==> src/hdl/masked_byte_pattern_search_assert.svh <==
// Assertion macros shared by the masked byte pattern search modules
`ifndef MASKED_BYTE_PATTERN_SEARCH_ASSERT_SVH
`define MASKED_BYTE_PATTERN_SEARCH_ASSERT_SVH

`ifndef NO_ASSERTIONS

`define MBPS_ASSERT_IMP(label, clk, rst_n, ante, cons) \
	label: assert property (@(posedge clk) disable iff (!(rst_n)) (ante) |-> (cons)) \
	else $error("mbps assertion failed");

`define MBPS_ASSERT_NEXT(label, clk, rst_n, ante, cons) \
	label: assert property (@(posedge clk) disable iff (!(rst_n)) (ante) |=> (cons)) \
	else $error("mbps assertion failed");

`else

`define MBPS_ASSERT_IMP(label, clk, rst_n, ante, cons)

`define MBPS_ASSERT_NEXT(label, clk, rst_n, ante, cons)

`endif

`endif

==> src/hdl/mbps_pkg.sv <==
// Types and constants of the masked byte pattern search
package mbps_pkg;

	localparam int BYTE_BITS          = 8;
	localparam int CFG_DATA_BITS      = 64;
	localparam int CFG_INDEX_BITS     = 2;
	localparam int CARE_BITS          = 16;
	localparam int LEN_BITS           = 5;
	localparam int RESULT_OFFSET_BITS = 32;
	localparam int PATTERN_BYTES      = 16;
	localparam int PATTERN_SEL_BITS   = 4;

	typedef enum logic [CFG_INDEX_BITS-1:0] {
		CFG_PATTERN_LOW    = 2'd0,
		CFG_PATTERN_HIGH   = 2'd1,
		CFG_CARE_MASK      = 2'd2,
		CFG_PATTERN_LENGTH = 2'd3
	} cfg_index_t;

	typedef struct packed {
		logic [BYTE_BITS-1:0] pattern;
		logic                 care;
	} cmp_t;

	typedef struct packed {
		logic                          found;
		logic [RESULT_OFFSET_BITS-1:0] offset;
	} result_t;

endpackage

==> src/hdl/mbps_cell.sv <==
// One window cell: holds a past byte, shifts it on, compares it to its pattern byte
module mbps_cell (
	input  logic                           clk,
	input  logic                           arst_n,
	input  logic                           shift,
	input  logic [mbps_pkg::BYTE_BITS-1:0] din,
	input  mbps_pkg::cmp_t                 cmp,
	output logic [mbps_pkg::BYTE_BITS-1:0] dout,
	output logic                           miss
);
	import mbps_pkg::*;

	logic [BYTE_BITS-1:0] byte_q;

	always_ff @(posedge clk or negedge arst_n) begin
		if (!arst_n) begin
			byte_q <= '0;
		end else if (shift) begin
			byte_q <= din;
		end
	end

	assign dout = byte_q;
	assign miss = cmp.care && (byte_q != cmp.pattern);

endmodule

==> src/hdl/mbps_outq.sv <==
// Two-entry result queue: output register plus skid entry

`include "masked_byte_pattern_search_assert.svh"

module mbps_outq (
	input  logic              clk,
	input  logic              arst_n,
	input  logic              push,
	input  mbps_pkg::result_t push_item,
	output logic              space,
	output logic              out_valid,
	input  logic              out_ready,
	output mbps_pkg::result_t out_item
);
	import mbps_pkg::*;

	logic    out_valid_q;
	logic    skid_valid_q;
	result_t out_item_q;
	result_t skid_item_q;
	logic    pop;

	assign pop       = out_valid_q && out_ready;
	assign space     = !skid_valid_q;
	assign out_valid = out_valid_q;
	assign out_item  = out_item_q;

	always_ff @(posedge clk or negedge arst_n) begin
		if (!arst_n) begin
			out_valid_q  <= 1'b0;
			skid_valid_q <= 1'b0;
		end else if (pop) begin
			if (skid_valid_q) begin
				skid_valid_q <= push;
			end else begin
				out_valid_q <= push;
			end
		end else if (push) begin
			if (out_valid_q) begin
				skid_valid_q <= 1'b1;
			end else begin
				out_valid_q <= 1'b1;
			end
		end
	end

	always_ff @(posedge clk) begin
		if (pop) begin
			if (skid_valid_q) begin
				out_item_q <= skid_item_q;
				if (push) begin
					skid_item_q <= push_item;
				end
			end else if (push) begin
				out_item_q <= push_item;
			end
		end else if (push) begin
			if (out_valid_q) begin
				skid_item_q <= push_item;
			end else begin
				out_item_q <= push_item;
			end
		end
	end

	`MBPS_ASSERT_IMP(a_skid_behind_out, clk, arst_n, skid_valid_q, out_valid_q)
	`MBPS_ASSERT_IMP(a_no_push_when_full, clk, arst_n, skid_valid_q, !push)
	`MBPS_ASSERT_NEXT(a_drain_empties, clk, arst_n, pop && !skid_valid_q && !push, !out_valid_q)

endmodule

==> src/hdl/masked_byte_pattern_search.sv <==
// Top level of the masked byte pattern search
//
// Streams one byte per item and reports, once per range, the start offset of the first
// place where the configured pattern matches with all its bytes inside the range, or a
// not-found result when the range ends without a match. A row of MAX_PATTERN-1 cells
// holds the recent bytes and all pattern positions are compared in the same cycle, so a
// new byte is accepted every clock. Results leave through a two-entry queue; input
// stalls only while both entries hold results not yet taken. Configuration writes take
// effect on the next item; the user makes them while the block is idle, not enforced.

`include "masked_byte_pattern_search_assert.svh"

module masked_byte_pattern_search #(
	parameter int MAX_PATTERN = 16,
	parameter int OFFSET_BITS = 32
) (
	input  logic                                    clk,
	input  logic                                    arst_n,
	input  logic                                    cfg_we,
	input  logic [mbps_pkg::CFG_INDEX_BITS-1:0]     cfg_index,
	input  logic [mbps_pkg::CFG_DATA_BITS-1:0]      cfg_data,
	input  logic                                    in_valid,
	output logic                                    in_ready,
	input  logic [mbps_pkg::BYTE_BITS-1:0]          data_byte,
	input  logic                                    range_start,
	input  logic                                    range_end,
	output logic                                    out_valid,
	input  logic                                    out_ready,
	output logic                                    found,
	output logic [mbps_pkg::RESULT_OFFSET_BITS-1:0] match_offset
);
	import mbps_pkg::*;

	localparam int WIN = (MAX_PATTERN > 1) ? MAX_PATTERN - 1 : 1;

	logic [CFG_DATA_BITS-1:0] pattern_low_q;
	logic [CFG_DATA_BITS-1:0] pattern_high_q;
	logic [CARE_BITS-1:0]     care_mask_q;
	logic [LEN_BITS-1:0]      pattern_length_q;

	logic [OFFSET_BITS-1:0] pos_q;
	logic                   reported_q;

	logic                          acc;
	logic [OFFSET_BITS-1:0]        pos_eff;
	logic                          rep_eff;
	logic [LEN_BITS-1:0]           len;
	logic [LEN_BITS-1:0]           last_sel;
	logic                          fit;
	logic                          last_miss;
	logic                          any_miss;
	logic                          hit;
	logic                          match_now;
	logic [OFFSET_BITS-1:0]        off;
	logic [RESULT_OFFSET_BITS-1:0] off32;
	logic                          res_valid;
	logic                          q_space;
	result_t                       res;
	result_t                       out_item;

	logic [BYTE_BITS-1:0] pat_bytes [PATTERN_BYTES];
	logic [BYTE_BITS-1:0] win_byte  [WIN];
	logic [WIN-1:0]       cell_miss;

	always_ff @(posedge clk or negedge arst_n) begin
		if (!arst_n) begin
			pattern_low_q    <= '0;
			pattern_high_q   <= '0;
			care_mask_q      <= '0;
			pattern_length_q <= '0;
		end else if (cfg_we) begin
			case (cfg_index_t'(cfg_index))
				CFG_PATTERN_LOW:    pattern_low_q    <= cfg_data;
				CFG_PATTERN_HIGH:   pattern_high_q   <= cfg_data;
				CFG_CARE_MASK:      care_mask_q      <= cfg_data[CARE_BITS-1:0];
				CFG_PATTERN_LENGTH: pattern_length_q <= cfg_data[LEN_BITS-1:0];
				default: ;
			endcase
		end
	end

	always_comb begin
		for (int i = 0; i < PATTERN_BYTES / 2; i++) begin
			pat_bytes[i]                     = pattern_low_q[i*BYTE_BITS +: BYTE_BITS];
			pat_bytes[i + PATTERN_BYTES / 2] = pattern_high_q[i*BYTE_BITS +: BYTE_BITS];
		end
	end

	assign acc     = in_valid && in_ready;
	assign pos_eff = range_start ? '0 : pos_q;
	assign rep_eff = range_start ? 1'b0 : reported_q;
	assign len     = (pattern_length_q > LEN_BITS'(MAX_PATTERN)) ?
		LEN_BITS'(MAX_PATTERN) : pattern_length_q;

	for (genvar k = 0; k < WIN; k++) begin : g_cell
		logic [LEN_BITS-1:0] sel;
		cmp_t                cmp;

		assign sel         = len - LEN_BITS'(k) - LEN_BITS'(2);
		assign cmp.pattern = pat_bytes[sel[PATTERN_SEL_BITS-1:0]];
		assign cmp.care    = (LEN_BITS'(k) + LEN_BITS'(2) <= len) &&
			care_mask_q[sel[PATTERN_SEL_BITS-1:0]];

		mbps_cell u_cell (
			.clk    (clk),
			.arst_n (arst_n),
			.shift  (acc),
			.din    ((k == 0) ? data_byte : win_byte[(k == 0) ? 0 : k - 1]),
			.cmp    (cmp),
			.dout   (win_byte[k]),
			.miss   (cell_miss[k])
		);
	end

	assign last_sel  = len - LEN_BITS'(1);
	assign last_miss = care_mask_q[last_sel[PATTERN_SEL_BITS-1:0]] &&
		(data_byte != pat_bytes[last_sel[PATTERN_SEL_BITS-1:0]]);
	assign any_miss  = |cell_miss;
	assign fit       = (OFFSET_BITS+1)'(len) <= ({1'b0, pos_eff} + (OFFSET_BITS+1)'(1));
	assign hit       = (len == '0) || (fit && !any_miss && !last_miss);
	assign match_now = !rep_eff && hit;
	assign off       = (len == '0) ? '0 : pos_eff + OFFSET_BITS'(1) - OFFSET_BITS'(len);

	if (OFFSET_BITS >= RESULT_OFFSET_BITS) begin : g_off_cut
		assign off32 = off[RESULT_OFFSET_BITS-1:0];
	end else begin : g_off_ext
		assign off32 = {{(RESULT_OFFSET_BITS-OFFSET_BITS){1'b0}}, off};
	end

	assign res_valid  = match_now || (range_end && !rep_eff);
	assign res.found  = match_now;
	assign res.offset = match_now ? off32 : '0;

	always_ff @(posedge clk or negedge arst_n) begin
		if (!arst_n) begin
			pos_q      <= '0;
			reported_q <= 1'b0;
		end else if (acc) begin
			if (range_end) begin
				pos_q      <= '0;
				reported_q <= 1'b0;
			end else begin
				pos_q      <= (&pos_eff) ? pos_eff : pos_eff + OFFSET_BITS'(1);
				reported_q <= rep_eff || match_now;
			end
		end
	end

	assign in_ready = q_space;

	mbps_outq u_outq (
		.clk       (clk),
		.arst_n    (arst_n),
		.push      (acc && res_valid),
		.push_item (res),
		.space     (q_space),
		.out_valid (out_valid),
		.out_ready (out_ready),
		.out_item  (out_item)
	);

	assign found        = out_item.found;
	assign match_offset = out_item.offset;

	`MBPS_ASSERT_NEXT(a_match_sets_reported, clk, arst_n, acc && match_now && !range_end, reported_q)
	`MBPS_ASSERT_NEXT(a_end_clears_state, clk, arst_n, acc && range_end, pos_q == '0 && !reported_q)
	`MBPS_ASSERT_NEXT(a_position_holds, clk, arst_n, !acc, $stable(pos_q))

endmodule

==> config.mk <==
export PLATFORM = sky130hd
export DESIGN_NAME = masked_byte_pattern_search
export DESIGN_NICKNAME = d
export VERILOG_FILES = /design/src/hdl/mbps_pkg.sv /design/src/hdl/mbps_cell.sv /design/src/hdl/mbps_outq.sv /design/src/hdl/masked_byte_pattern_search.sv
export VERILOG_INCLUDE_DIRS = /design/src /design/src/hdl
export SDC_FILE = /design/constraint.sdc
export NUM_CORES = 1
export LEC_CHECK = 0
export ABC_AREA = 1
export BUFFER_PORTS_ARGS = -buffer_cell sky130_fd_sc_hd__buf_2
export CORE_MARGIN = 1
export CORE_UTILIZATION = 35
export CTS_CLUSTER_SIZE = 24
export DETAILED_ROUTE_END_ITERATION = 10
export PLACE_DENSITY_LB_ADDON = 0.08
export SYNTH_ARGS = -nofsm -noshare
export SYNTH_HDL_FRONTEND = slang
export SYNTH_SLANG_ARGS = --single-unit
==> constraint.sdc <==
create_clock -name clk -period 13.7 [get_ports clk]
set_input_delay 0.685 -clock clk [delete_from_list [all_inputs] [get_ports clk]]
set_output_delay 0.685 -clock clk [all_outputs]
set_load 0.02 [all_outputs]
# Yosys cells after proc, flatten, opt, wreduce, memory -nomap -nowiden
# Index checks and enable logic that the tools add are counted.
dict set report word_totals {
  reg_bits 370
  output_inout_bits 35
  elab_cells 310
}
dict set report op_classes {
  addsub 31
  magnitude_cmp 49
  eq_ne 23
  n_mux 104
  n_bitwise 16
  n_reduce_logical 60
}
# op count
set op_table {}
lappend op_table {{8-bit binary-select mux with 4-bit select} 16}
lappend op_table {{33-bit two-way mux} 9}
lappend op_table {{8-bit two-way mux} 32}
lappend op_table {{32-bit two-way mux} 5}
lappend op_table {{8-bit != test} 16}
lappend op_table {{5-bit >= comparator (second input constant)} 16}
lappend op_table {{4-bit by 5-bit less-than comparator with 1-bit output (second input constant)} 16}
lappend op_table {{4-bit NOT with 5-bit output} 16}
lappend op_table {{1-bit binary-select mux with 4-bit select} 16}
lappend op_table {{4-bit by 2-bit subtractor with 4-bit output (second input constant)} 16}
lappend op_table {{4-bit by 5-bit <= comparator with 1-bit output (first input constant)} 8}
lappend op_table {{1-bit logical AND} 38}
lappend op_table {{32-bit by 1-bit adder with 33-bit output (second input constant)} 1}
lappend op_table {{5-bit by 33-bit <= comparator with 1-bit output} 1}
lappend op_table {{32-bit by 1-bit adder with 32-bit output (second input constant)} 1}
lappend op_table {{32-bit AND reduction} 1}
lappend op_table {{32-bit by 5-bit subtractor with 32-bit output} 1}
lappend op_table {{4-bit subtractor (second input constant)} 7}
lappend op_table {{1-bit two-way mux} 25}
lappend op_table {{3-bit by 5-bit <= comparator with 1-bit output (first input constant)} 4}
lappend op_table {{4-bit by 3-bit subtractor with 4-bit output (second input constant)} 4}
lappend op_table {{15-bit OR reduction} 1}
lappend op_table {{2-bit AND reduction} 6}
lappend op_table {{2-bit by 5-bit <= comparator with 1-bit output (first input constant)} 2}
lappend op_table {{other kinds (15)} 25}

# Depth between registers and ports, before layout
# Gate-level depths: netlist of the first run.
dict set report logic_depth {
  word_depth 21
  mapped_depth 35
}

# Cells and area by module
# Synthesis of the first run repeated with hierarchy kept, for this count alone.
dict set report unflattened {
  hier_cells 3946
  hier_area_um2 26497.9
}
# mod instances cells_per_inst area_per_inst_um2 seq_area_each_um2
set by_module_without_submodules {}
lappend by_module_without_submodules {masked_byte_pattern_search 1 2636 16833.6 4554.4}
lappend by_module_without_submodules {mbps_cell 15 74 461.7 200.2}
lappend by_module_without_submodules {mbps_outq 1 200 2738.9 2031.9}

# Least setup slack after synthesis of the first run
# No wires, ideal clock.
dict set report synth_path {
  kind {reg2reg}
  startpoint {register pattern_length_q[1]}
  endpoint {register u_outq.out_item_q (netlist bit u_outq.out_item[0]) (enable)}
  setup_time_ns 0.434
  arrival_time_ns 4.950
  t_required_ns 13.266
  slack_ns 8.316
  stages_incl_launch_ff 28
  path_buffers 5
  synth_period_minus_slack_ns 5.384
  path_cell_list {dfrtp_1 clkbuf_2 nor2_1 nand2_1 nand2_2 nand2_2 buf_2 buf_2 ha_1 clkbuf_1 clkinv_1 clkbuf_1 nand2_1 nand2_1 nand2_1 nand2_1 o21ai_0 xor2_1 nand2_1 nor2_1 nand2_1 nand2_1 nand3_1 nor2_1 nand3_1 nand3_1 nand2_1 a21oi_1}
}
dict set report synth_via {
  elab_chain_len 20
  elab_cells_between_ends 202
}
# item line
set synth_rtl {}
lappend synth_rtl {{start: declaration} masked_byte_pattern_search.sv:39} ;# logic [LEN_BITS-1:0] pattern_length_q;
lappend synth_rtl {{start signal: assignment} masked_byte_pattern_search.sv:76} ;# CFG_PATTERN_LENGTH: pattern_length_q <= cfg_data[LEN_BITS-1:0];
lappend synth_rtl {{5-bit greater-than comparator} masked_byte_pattern_search.sv:92} ;# assign len = (pattern_length_q > LEN_BITS'(MAX_PATTERN)) ?
lappend synth_rtl {{5-bit two-way mux (*)} masked_byte_pattern_search.sv:92}
lappend synth_rtl {{4-bit by 1-bit subtractor with 4-bit output (tied with other cells)} {masked_byte_pattern_search.sv:99, masked_byte_pattern_search.sv:115}}
lappend synth_rtl {{4-bit by 2-bit subtractor with 4-bit output} masked_byte_pattern_search.sv:99} ;# assign sel = len - LEN_BITS'(k) - LEN_BITS'(2);
lappend synth_rtl {{4-bit NOT with 5-bit output (not written as such)} masked_byte_pattern_search.sv:100} ;# assign cmp.pattern = pat_bytes[sel[PATTERN_SEL_BITS-1:0]];
lappend synth_rtl {{8-bit binary-select mux with 4-bit select} masked_byte_pattern_search.sv:100}
lappend synth_rtl {{8-bit two-way mux (not written as such) (2 in a row)} masked_byte_pattern_search.sv:100}
lappend synth_rtl {{8-bit != test} mbps_cell.sv:24} ;# assign miss = cmp.care && (byte_q != cmp.pattern);
lappend synth_rtl {{[... 2 more ...]} --}
lappend synth_rtl {{1-bit logical NOT} masked_byte_pattern_search.sv:120} ;# assign hit = (len == '0) || (fit && !any_miss && !last_miss);
lappend synth_rtl {{1-bit logical AND (2 in a row)} masked_byte_pattern_search.sv:120}
lappend synth_rtl {{1-bit logical OR (*)} masked_byte_pattern_search.sv:120}
lappend synth_rtl {{1-bit logical AND (*)} masked_byte_pattern_search.sv:121} ;# assign match_now = !rep_eff && hit;
lappend synth_rtl {{1-bit logical OR (*)} masked_byte_pattern_search.sv:130} ;# assign res_valid = match_now || (range_end && !rep_eff);
lappend synth_rtl {{1-bit logical AND (*)} masked_byte_pattern_search.sv:154} ;# .push (acc && res_valid),
lappend synth_rtl {{2-bit nonzero test (no source line)} --}
lappend synth_rtl {{3-bit AND reduction (no source line) (*)} --}
lappend synth_rtl {{end signal: assignment} mbps_outq.sv:50} ;# out_item_q <= skid_item_q;
lappend synth_rtl {{end signal: assignment} mbps_outq.sv:55} ;# out_item_q <= push_item;
lappend synth_rtl {{end signal: assignment} mbps_outq.sv:61} ;# out_item_q <= push_item;
lappend synth_rtl {{end: declaration} mbps_outq.sv:19} ;# result_t out_item_q;
# Mark *: on every way between the ends. The rest lies on a longest branch, timed or not. The select of a mux whose other input is x is not followed.
# A chain may end at the register's enable or synchronous reset.

==> metrics.cfg, run 1 <==
[clock_tree]
cts_tree=yes
postCtsHoldBufs=0
post_cts_resized=0
path_clk_slew_ns=0.06
cts_root_buffer=clkbuf_16
clock_path_buffers=3
h-tree-depth=2
cts_buffers=46
cts_sinks=370
clock_latency_ns=0.61
post_cts_buffers=0

[synth]
ys_types=41
synth_largest_area_cell=dfrtp_1
syn_area_mm2=0.0270
synthesis.instances=4338
postSynthAreaPerCell_um2=6.21
yosys-top-cells-area=dfrtp_1, nand2_1, nand3_1
ys_ff_latch=370
ys_seq_area_share_pct=35.6
yosys.area.top_type_share_pct=28.2
ys_warn_count=0
syn_nets=4433

[drt]
wl_per_cell_um=22.9
drtIter0Drc=2990
vias=28400
routed_wl_um=124000
antenna_left=0
drt-pass1-iter-count=8
vias_per_cell=5.25
drc_errors=0

[place]
dpl_cell_area_mm2=0.0284
dp_cells=5318
place_ws_ns=6.10
place_congestion=1.01
buffer_ports.inserted=115
hpwl_um=95900

[final_layout]
final_cell_count_no_fill=5406
area_delta_synth_final_pct=11.1
multiInputGateArea_mm2=0.0149
fin_area_mm2=0.0299
final_common_cell=nand2_1
post-route-util_pct=39.4
layout.area.seq_mm2=0.00959
drive_above_1_share_pct=6.70
final_cell_mix=nand2_1, nand3_1, o21ai_0
nFillCells=8515
nets=4431

[global_route]
grt_max_degree=142
globalRouteTotalUtil_pct=31.5
grt_pass1_wl_um=180000
grt-ovfl-total=0
grt_pass1_vias=26800
grt_antenna_before_repair=3

[timing]
finalClockSkew_ns=0.0251
fin_hold_ws_ns=0.168
final.setup.worst_slack_ns=5.91
rsz0062_at_grt=no
relSlewSlack_pct=9.79
period_share_pct=56.9
tns_ns=0
finalWorstPathRequiredPeriod_ns=7.79
worst-slew-pin-transition_ns=1.34
fmax_mhz=128
finalMaxSlewViolations=0
hold_viol_final=0
setup_viol=0

[worst_setup_path]
worst_ep_required_time_ns=14.15
start_kind=flip-flop
ff2ff_setup_slack_ns=5.91
timing.rr.start=pattern_length_q[0]$_DFFE_PN0P_
r2r_end=u_outq.skid_item_q[20]$_DFFE_PP_
max_stage_delay_ns=0.76
cpMostUsedCell=nand2_1
path_class=flip-flop to flip-flop
crit_path_max_fanout=67
endpoint=u_outq.skid_item_q[20]$_DFFE_PP_
critPathSlowestCell=inv_2
crit_path_end_kind=flip-flop
cp.arrival_ns=8.25
rr_worst_depth=30
startpoint=pattern_length_q[0]$_DFFE_PN0P_

[power]
internal-power_mw=2.96
switching_share_pct=51.0
power.leakage_nw=15.3
power.total_mw=6.04
power_density_mw_per_mm2=202
switching_power_mw=3.08
clkPwrFrac_pct=20.5
pwr-share-seq_pct=27.6
pwr-share-comb_pct=51.9
ir_drop_mv=0.105

[die]
initial_core_util_pct=35.4
die-area_mm2=0.0781
die_w_um=280
io_pins=116
rows=101
die_h_um=280
coreArea_mm2=0.0761

[worst_hold_path]
hold_path.class=primary input to asynchronous set/reset pin

[flow_run]
maxCapViolCount=0

[outcome]
status=finished clean

==> synthesized netlist by cell type, drive strengths merged <==
cell,n
clkbuf,126
a22o,1
a31oi,1
a21oi,20
nor4,6
or2,1
inv,421
nand3,702
mux2i,1
a211oi,3
buf,103
a41oi,1
a21o,1
nand3b,4
a22oi,2
ha,14
o221ai,1
nand2,1677
o21ai,489
clkinv,3
nand4,40
nor3,27
edfxtp,66
o211ai,7
o22ai,5
o21a,1
xor2,63
nor2,231
dfrtp,304
xnor2,17
==> routing by layer <==
metal  track usage (%)  share of wire [%]
met5                 0              0.025
met4              19.1                6.9
met3              4.92                6.4
met2              52.2                 46
met1              38.5                 41
==> worst max-delay path: cells and delay by family (launching register included) <==
kind / cells / cell delay, ns
and+or+nand+nor: 23 / 4.86
adders and majority gates: 1 / 0.34
buffers and inverters: 6 / 1.77
DFF: 1 / 0.62
==> worst min path at each step <==
stage                                                startpoint                               endpoint  slack, ns  cells past startpoint
after global placement    g_cell[11].u_cell.dout[3]$_DFFE_PN0P_  g_cell[11].u_cell.dout[3]$_DFFE_PN0P_       0.47                      2
after CTS                                                arst_n   g_cell[7].u_cell.dout[1]$_DFFE_PN0P_       0.21                      1
after detailed placement         pattern_high_q[17]$_DFFE_PN0P_         pattern_high_q[17]$_DFFE_PN0P_       0.47                      2
after global routing                                     arst_n   g_cell[7].u_cell.dout[2]$_DFFE_PN0P_       0.27                      1
final                                                    arst_n   g_cell[7].u_cell.dout[1]$_DFFE_PN0P_       0.17                      1
after floorplan                                          arst_n             care_mask_q[0]$_DFFE_PN0P_       0.39                      0
==> power by group through the flow <==
stage / clock network (mW) / logic (mW) / registers, mW
floorplan: 0 / 1.97 / 1.58
global placement: 0 / 3.08 / 1.69
detailed placement: 0 / 3.08 / 1.68
CTS: 1.27 / 3.09 / 1.67
global route: 1.30 / 3.45 / 1.69
finish: 1.24 / 3.14 / 1.67
==> sequential cells by signal, summed over array words and instances (netlist names) <==
name                 flops
g_cell.u_cell.dout     120
pattern_high_q          64
pattern_low_q           64
u_outq.out_item         33
u_outq.skid_item_q      33
pos_q                   32
care_mask_q             16
pattern_length_q         5
reported_q               1
u_outq.out_valid         1
u_outq.skid_valid_q      1
==> cell families (layout without fill, tap and decap cells) <==
kind of cell             Yosys count  in the layout  share of synthesized area, %
AO/OA/AOI/OAI                    532            532                          10.2
XOR/XNOR                          80             80                          2.60
adder cells (fa/ha/maj)           14             14                         0.650
buffers and inverters            653            689                          9.51
flip-flops                       370            370                          35.6
multiplexers                       1              1                        0.0371
other                              0              2                             0
AND/OR/NAND/NOR                 2688           2688                          41.5
==> layout make-up <==
type	count	share of cell area (%)
Antenna cell	2	0.0167
Clock inverter	22	0.614
Tap cell	1030	4.30
Inverter	424	5.32
Clock buffer	64	4.37
Timing Repair Buffer	179	3.60
Sequential cell	370	32.0
Multi-Input combinational cell	3315	49.7
Power figures use the tool's default switching activity.
==> run 2: changes to the inputs <==
clock period = 8.09 ns   (was 13.7 ns; I/O delays follow)
==> run 2 against run 1 <==
  * Non-clock buffer count rose by 5
  * Flip-flop and latch count unchanged
  * Register-to-register slack worse by 4.3 ns
  * Critical endpoint is now u_outq.skid_item_q[8]$_DFFE_PP_
  * Highest routed layer unchanged
  * Cell area up 0.20%
==> metrics.cfg, run 2 (same netlist as run 1, synthesis figures left out) <==
[die]
rows=101
coreArea_mm2=0.0761
initial_core_util_pct=35.4
die_h_um=280
die_w_um=280
io_pins=116
die-area_mm2=0.0781

[timing]
period_share_pct=79.7
worst-slew-pin-transition_ns=1.37
relSlewSlack_pct=7.70
finalClockSkew_ns=0.0244
tns_ns=0
finalMaxSlewViolations=0
hold_viol_final=0
setup_viol=0
fmax_mhz=155
finalWorstPathRequiredPeriod_ns=6.45
rsz0062_at_grt=no

[final_layout]
nFillCells=8410
largest_reg_flops=120
final_cell_mix=nand2_1, nand3_1, o21ai_0
nets=4436
multiInputGateArea_mm2=0.0149
drive_above_1_share_pct=6.67
area_delta_synth_final_pct=11.3
layout.area.seq_mm2=0.00959
final_common_cell=nand2_1

[worst_setup_path]
ff2ff_setup_slack_ns=1.64
r2r_end=u_outq.skid_item_q[8]$_DFFE_PP_
worst_ep_required_time_ns=8.33
timing.rr.start=pattern_length_q[4]$_DFFE_PN0P_
crit_path_max_fanout=80
endpoint=u_outq.skid_item_q[8]$_DFFE_PP_
start_kind=flip-flop
crit_path_end_kind=flip-flop
rr_worst_depth=26
path_class=flip-flop to flip-flop
startpoint=pattern_length_q[4]$_DFFE_PN0P_
cp.arrival_ns=6.69

[drt]
vias_per_cell=5.25
drt-pass1-iter-count=8
routed_wl_um=125000
vias=28400
antenna_left=0
drtIter0Drc=2964
drc_errors=0
wl_per_cell_um=23.1

[global_route]
globalRouteTotalUtil_pct=32.0
grt_max_degree=152
grt-ovfl-total=0
grt_pass1_wl_um=183000
grt_antenna_before_repair=3
grt_pass1_vias=27000

[clock_tree]
post_cts_resized=0
h-tree-depth=2
clock_path_buffers=3
cts_sinks=370
cts_root_buffer=clkbuf_16
postCtsHoldBufs=1
cts_buffers=46
cts_tree=yes
path_clk_slew_ns=0.06
clock_latency_ns=0.61
post_cts_buffers=0

[place]
buffer_ports.inserted=115
place_congestion=1.04
hpwl_um=97800

[power]
power_density_mw_per_mm2=342
internal-power_mw=5.05
power.total_mw=10.3
switching_share_pct=50.8
switching_power_mw=5.21
pwr-share-seq_pct=27.5
power.leakage_nw=15.4
clkPwrFrac_pct=20.5
pwr-share-comb_pct=52.0
ir_drop_mv=0.156

[worst_hold_path]
hp-start=cfg_data[52]
hold_path.class=primary input to flip-flop
whs_path_depth=3

[flow_run]
maxCapViolCount=0

[outcome]
status=finished clean

==> run 2: cell types whose count changed in the layout (fill, tap and decap cells not counted), sizes merged <==
cell         before  now
clkbuf           64   70
buf             179  183
bufinv            2    3
diode             2    1
dlygate4sd3       0    1
clkinv           18   12
inv             425  423
==> run 2: worst min path at each step <==
| stage | end | slack, ns |
|---|---|---|
| floorplan | care_mask_q[0]$_DFFE_PN0P_ | 0.11 |
| global placement | g_cell[11].u_cell.dout[3]$_DFFE_PN0P_ | 0.47 |
| detailed placement | pos_q[2]$_DFFE_PN0P_ | 0.47 |
| CTS | pattern_high_q[52]$_DFFE_PN0P_ | 0.05 |
| global route | pattern_high_q[50]$_DFFE_PN0P_ | 0.07 |
| finish | pattern_high_q[52]$_DFFE_PN0P_ | 0.07 |
==> run 2: metrics by stage <==
stage / cell area (um2) / setup WS, ns / utilization [%] / hold WS [ns] / instances
2_1_floorplan: 27000 / 2.71 / - / 0.109 / 4338
5_1_grt: 30000 / 1.24 / 39.4 / 0.0709 / 5408
3_5_place_dp: 28500 / 1.79 / 37.4 / 0.470 / 5322
6_report: 30000 / 1.64 / 39.4 / 0.0731 / 5409
4_1_cts: 30000 / 1.78 / 39.4 / 0.0475 / 5408
3_3_place_gp: 28500 / 1.90 / 37.4 / 0.468 / 5322
==> run 2: power by group through the flow <==
stage | sequential, mW | clock [mW] | combinational, mW
floorplan | 2.68 | 0 | 3.33
global placement | 2.85 | 0 | 5.27
detailed placement | 2.85 | 0 | 5.25
CTS | 2.82 | 2.14 | 5.27
global route | 2.87 | 2.21 | 5.87
finish | 2.83 | 2.10 | 5.34
==> run 2: final cells by class <==
class	count	area share [%]
multi-input combinational	3315	49.6
inverter	424	5.31
antenna	1	0.00834
sequential	370	32.0
clock buffer	70	4.44
timing repair buffer	184	3.77
tap	1030	4.30
clock inverter	15	0.563
==> run 2: worst max-delay path, cell delays in order (launching register included) <==
cell	delay, ns
dfrtp_1	0.61
inv_2	0.51
nand2_8	0.40
ha_1	0.36
inv_1	0.13
nand2_2	0.28
inv_2	0.13
buf_4	0.32
nand2_1	0.43
nand2_1	0.49
inv_1	0.15
nand2_1	0.09
nand3_1	0.10
nand2_1	0.10
nand2_1	0.05
nand2_1	0.06
nand2_1	0.06
nor2_1	0.10
nand2_1	0.08
nand2_1	0.18
nand3_1	0.11
nor2_1	0.12
nand3_1	0.19
nand3_1	0.12
nand2_1	0.14
nor2_2	0.30
buf_4	0.44
==> run 2: layer usage <==
layer | vias to the layer above | GRT usage (%) | routed length (um)
met2 | 954 | 53.9 | 58300
met1 | 13200 | 39.3 | 50800
met4 | 2 | 18.8 | 8730
li1 | 14000 | - | -
met3 | 251 | 3.75 | 6840
met5 | - | 0 | 13
